## src/hw/rtl/uqe_ram.sv

```systemverilog
module uqe_ram #(
   parameter int WIDTH = 8,
   parameter int DEPTH = 256
) (
   input  logic                                     clock,
   input  logic                                     wr_en,
   input  logic [((DEPTH > 1) ? $clog2(DEPTH) : 1)-1:0] wr_addr,
   input  logic [WIDTH-1:0]                         wr_data,
   input  logic                                     rd_en,
   input  logic [((DEPTH > 1) ? $clog2(DEPTH) : 1)-1:0] rd_addr,
   output logic [WIDTH-1:0]                         rd_data
);
   logic [WIDTH-1:0] mem [DEPTH];
   logic [WIDTH-1:0] rd_data_ff;

   always_ff @(posedge clock) begin
      if (wr_en) begin
         mem[wr_addr] <= wr_data;
      end
      if (rd_en) begin
         rd_data_ff <= mem[rd_addr];
      end
   end

   assign rd_data = rd_data_ff;
endmodule

```

## config.mk

```make
export PLATFORM = sky130hd
export DESIGN_NAME = uqe_ram
export DESIGN_NICKNAME = d
export VERILOG_FILES = /design/src/hw/rtl/uqe_ram.sv
export SDC_FILE = /design/constraint.sdc
export NUM_CORES = 2
export LEC_CHECK = 0
export BUFFER_PORTS_ARGS = -buffer_cell sky130_fd_sc_hd__buf_2
export CAP_MARGIN = 20
export CORE_MARGIN = 4
export CORE_UTILIZATION = 60
export CTS_CLUSTER_DIAMETER = 150
export CTS_CLUSTER_SIZE = 16
export DETAILED_ROUTE_END_ITERATION = 6
export PLACE_DENSITY = 0.76
export SLEW_MARGIN = 20
export SYNTH_ARGS = -nofsm -noshare
export SYNTH_HDL_FRONTEND = slang
export SYNTH_SLANG_ARGS = --single-unit
```

## constraint.sdc

```tcl
create_clock -name clock -period 3 [get_ports clock]
set_input_delay 0.3 -clock clock [delete_from_list [all_inputs] [get_ports clock]]
set_output_delay 0.3 -clock clock [all_outputs]
set_load 0.1 [all_outputs]
```

# Word level (Yosys, flattened, before mapping)
# Memories as Yosys holds them, arrays and structs flattened. A register that Yosys moved wholly into a read port is not among the register bits.
# Cells that the tools add are included.
# op_classes
muxes,2
# ops
operator,n
$mux 1,2
# totals
output_inout_bits,8
register_bits,0
mem_bits_rw,2048
memories,1
# mem_list
name,words,width,read_ports,rd_ports_with_merged_regs,wr,line,source
mem,256,8,1,1,1,13,logic [WIDTH-1:0] mem [DEPTH];

# Longest topological paths before layout
# depth
depth_word,2
ltp_mapped,11
depth_no_buf,6

# Worst setup path before layout
# Ideal clock, no wire load.
# synth_path
path_kind,input to register
startpoint,input rd_addr[0] (netlist name)
endpoint,"register rd_data_ff[2], in the netlist rd_data[2], read port of mem (data pin)"
t_required_ns,2.731
cell_stages,9
setup_ns,0.269
path_buffers,4
setup_slack_ns,0.624
t_arrival_ns,2.107
cell_sequence,buf_6 buf_12 buf_8 buf_2 mux4_2 a22oi_1 a21oi_1 nor4_1 nor4_2
# synth_lines
element,line,source
start: declaration,10,"input logic [((DEPTH > 1) ? $clog2(DEPTH) : 1)-1:0] rd_addr,"
end: declaration,14,logic [WIDTH-1:0] rd_data_ff;

==> summary.md <==
| Metric | Value |
|---|---|
| Initial Util | `between 60% and 70%` |
| Synthesized net count | `between 3k and 4k` |
| Metal2 WL | `roughly 93 mm` |
| Crit path DAT | `3.32 ns` |
| Core area | `approximately 130000 um2` |
| Cells after Synth | `about 3.7k` |
| Max FO, Critical Path | `1` |
| CTS root buf | `clkbuf_16` |
| Vias | `between 40k and 50k` |
| Hold Path Class | `primary input to flip-flop` |
| Grt ovf | `0` |
| Final Cell Area | `roughly 90000 um2` |
| PwrDens | `a little under 600 nW/um2` |
| Clock transition at path regs | `around 0.070 ns` |
| Setup-failing EPs final | `0` |
| Port bufs | `34` |
| Slowest cell on crit path | `nor3_1` |
| Drt first pass iters | `7` |
| Initial drt markers | `between 6k and 7k` |
| DIE AREA | `around 140000 um2` |
| Ys Warns | `0` |
| Failing checks | `design-rule violations` |
| Critical path's top delay family | `compound AO/OA/AOI/OAI gates` |
| Final Critical Period | `around 2.8 ns` |
| R2R Path Start | `mem[83][6]` |
| Buffer and inverter count on the worst path | `0` |
| Syn avg cell area | `between 20 and 25 um2` |
| Top Layer Used | `met4` |
| Row count | `~130` |
| Antenna-violating nets left | `0` |
| Ports | `35` |
| Final setup margin | `roughly 0.20 ns` |
| Max cap viols | `0` |
| CTS sink cnt | `between 2k and 2.5k` |
| LEAKAGE | `between 20 and 30 nW` |
| CP Depth | `6` |
| Syn Std Cell Area | `~80000 um2` |
| Register area share after synthesis | `77.5%` |
| Worst slew margin | `about two fifths` |
| Final-report hold violation count | `0` |
| Hold slack | `approximately 0.11 ns` |
| Max Freq | `approximately 0.36 GHz` |
| WS Path Type | `flip-flop to flip-flop` |
| CP Cell Sequence | `mux4_2 > a22o_1 > a221oi_2 > o32ai_2 > nor3_1 > nor4_2` |
| Status | `complete, but fails checks` |
| Initial antenna violation count | `8` |
| Worst-Margin Slew | `roughly 0.92 ns` |
| Setup crit end kind | `flip-flop` |
| Critical Path Start | `mem[83][6]` |
| Nets | `~4.2k` |
| CP endpoint | `rd_data[6]` |
| Pre-CTS setup slack | `-0.312 ns` |
| Pin count of the biggest net entering global routing | `around 120` |
| CTS tree | `built` |
| GR Util All Layers | `between 20 and 30%` |
| Most frequent cells in the layout | `edfxtp_1, buf_4, mux4_2, nor2_1, clkbuf_16` |
| Util after Layout | `67.9%` |
| First-pass GRT wire length | `about 280 mm` |
| Peak supply drop | `0.704 mV` |
| Most common flop cell mapped by yosys | `edfxtp_1` |
| Routed len/inst | `~32 um` |
| R2R cell count | `6` |
| Clock Skews | `~0.027 ns` |
| Tot Pwr | `53.0 mW` |
| R2R Setup Slk | `about 0.20 ns` |
| Post-DP Area | `approximately 85000 um2` |
| Post-synthesis register bit count | `a little over 2k` |
| Die H | `between 300 and 400 um` |
| Routability cong. | `~0.9` |
| Vias in the first global route | `a little over 40k` |
| Worst path max stage delay | `0.66 ns` |
| Setup TNS | `0 ns` |
| Wl on met1 | `between 60 and 70 mm` |
| Clock Tree Buf Depth | `3` |
| R2r endpoint | `rd_data[6]` |
| DRT Wirelength | `193 mm` |
| Htree depth | `4` |
| Part of the cycle the worst path needs | `slightly above 90%` |
| Area growth syn-to-layout | `12.2%` |
| Num CTS Buffers | `around 150` |
| Layout Cells excl Fill | `5993` |
| Vias per cell | `6.80` |
| Drt drc | `2` |
| Async set-or-reset flop fraction in the synthesized netlist | `0%` |
| Dpl cells | `approximately 5.8k` |
| Share of layout cells above drive strength 1 | `about 28%` |
| Commonest non-fill, non-tap cell in the layout | `edfxtp_1` |
| Worst Path Required | `3.52 ns` |
| Number of flops mapped to enable cells by yosys | `a little over 2k` |
| Met3 routed WL | `about 22 mm` |
| Final slew viol count | `0` |
| Setup crit start kind | `flip-flop` |
| RSZ-0062 raised after global routing | `no` |
| Cell variety after synth | `54` |
| Width of the die | `around 370 um` |
| HPWL after detailed placement | `121 mm` |
| Worst-Skew Late Latency | `around 0.80 ns` |
[cell families after synthesis]
| family | Yosys count | share of synthesized area, % |
|---|---|---|
| compound gates | 385 | 3.42 |
| buf+inv | 235 | 1.83 |
| flops | 2056 | 77.5 |
| mux | 591 | 14.6 |
| simple gates | 466 | 2.63 |
[worst min path at each step]
stage	startpoint	cells after the start	slack, ns	endpoint
after floorplan	wr_data[0]	0	0.40	mem[0][0]
after global placement	rd_en	1	0.72	rd_data[1]
after detailed placement	rd_en	1	0.72	rd_data[1]
after CTS	wr_data[1]	1	0.10	mem[75][1]
after global routing	wr_data[1]	1	0.14	mem[75][1]
final	wr_data[1]	1	0.11	mem[75][1]
[per-layer routing]
metal	vias to the layer above	track usage, %
met5	-	0
met4	0	10.9
met3	417	6.59
met2	2555	44.1
met1	21300	40.4
li1	16500	-
[repair_timing]
| item | in CTS | in global routing |
|---|---|---|
| hold buffers | 2 | 0 |
| setup buffers | 0 | 0 |
| endpoints found under the hold margin | 24 | 0 |
| gates resized for setup | 0 | 0 |
[synth_stat cells, types with 2 or more instances]
cell	n	area [um2]
o32ai_1	4	35.0
a211oi_1	16	120
buf_12	8	160
and2_1	6	37.5
clkbuf_1	111	417
a22oi_1	133	998
nand3b_1	2	15.0
edfxtp_1	2056	61700
nand3_1	34	170
buf_4	27	203
nor4_1	24	150
buf_2	31	155
o22a_1	5	43.8
and3b_1	2	17.5
o22ai_1	28	175
mux2i_1	134	1340
mux4_1	2	52.6
a2111oi_0	2	17.5
o21ai_1	2	10.0
a311oi_1	2	17.5
buf_1	22	82.6
a31oi_1	2	12.5
buf_8	13	195
o221ai_1	46	403
buf_6	21	236
a221oi_1	13	114
o211ai_1	10	75.1
nor3_1	22	110
mux4_2	454	10200
o21ai_0	10	50.1
a21oi_1	96	480
nor2b_1	31	194
nand2b_1	8	50.1
nor4_2	3	37.5
nand4_1	10	62.6
nor2_1	282	1060
or2_2	4	25.0
a2111oi_1	2	20.0
nand2_1	33	124
a22o_1	8	70.1
[worst register-to-register path, stage by stage, from the launching register on]
cell and delay (ns):
edfxtp_1 0.41, mux4_2 0.53, a22o_1 0.31, a221oi_2 0.34
o32ai_2 0.14, nor3_1 0.66, nor4_2 0.13
[power by group]
group	total, mW	switching (mW)	internal (mW)
logic	3.18	1.99	1.19
registers	31.7	0.0365	31.7
clock network	18.1	9.08	9.01
[sequential cells by signal (all words and copies together), names as in the netlist]
register and cells:
mem 2048, rd_data 8
[final cells by class]
class | count | area, um2
fill | 7989 | 42300
tap | 1755 | 2200
clock buffer | 152 | 3800
clock inverter | 10 | 133
sequential | 2056 | 61700
multi-input combinational | 1442 | 16500
inverter | 2 | 7.51
timing repair buffer | 567 | 4960
antenna | 9 | 22.5
Power figures use the tool's default switching activity.
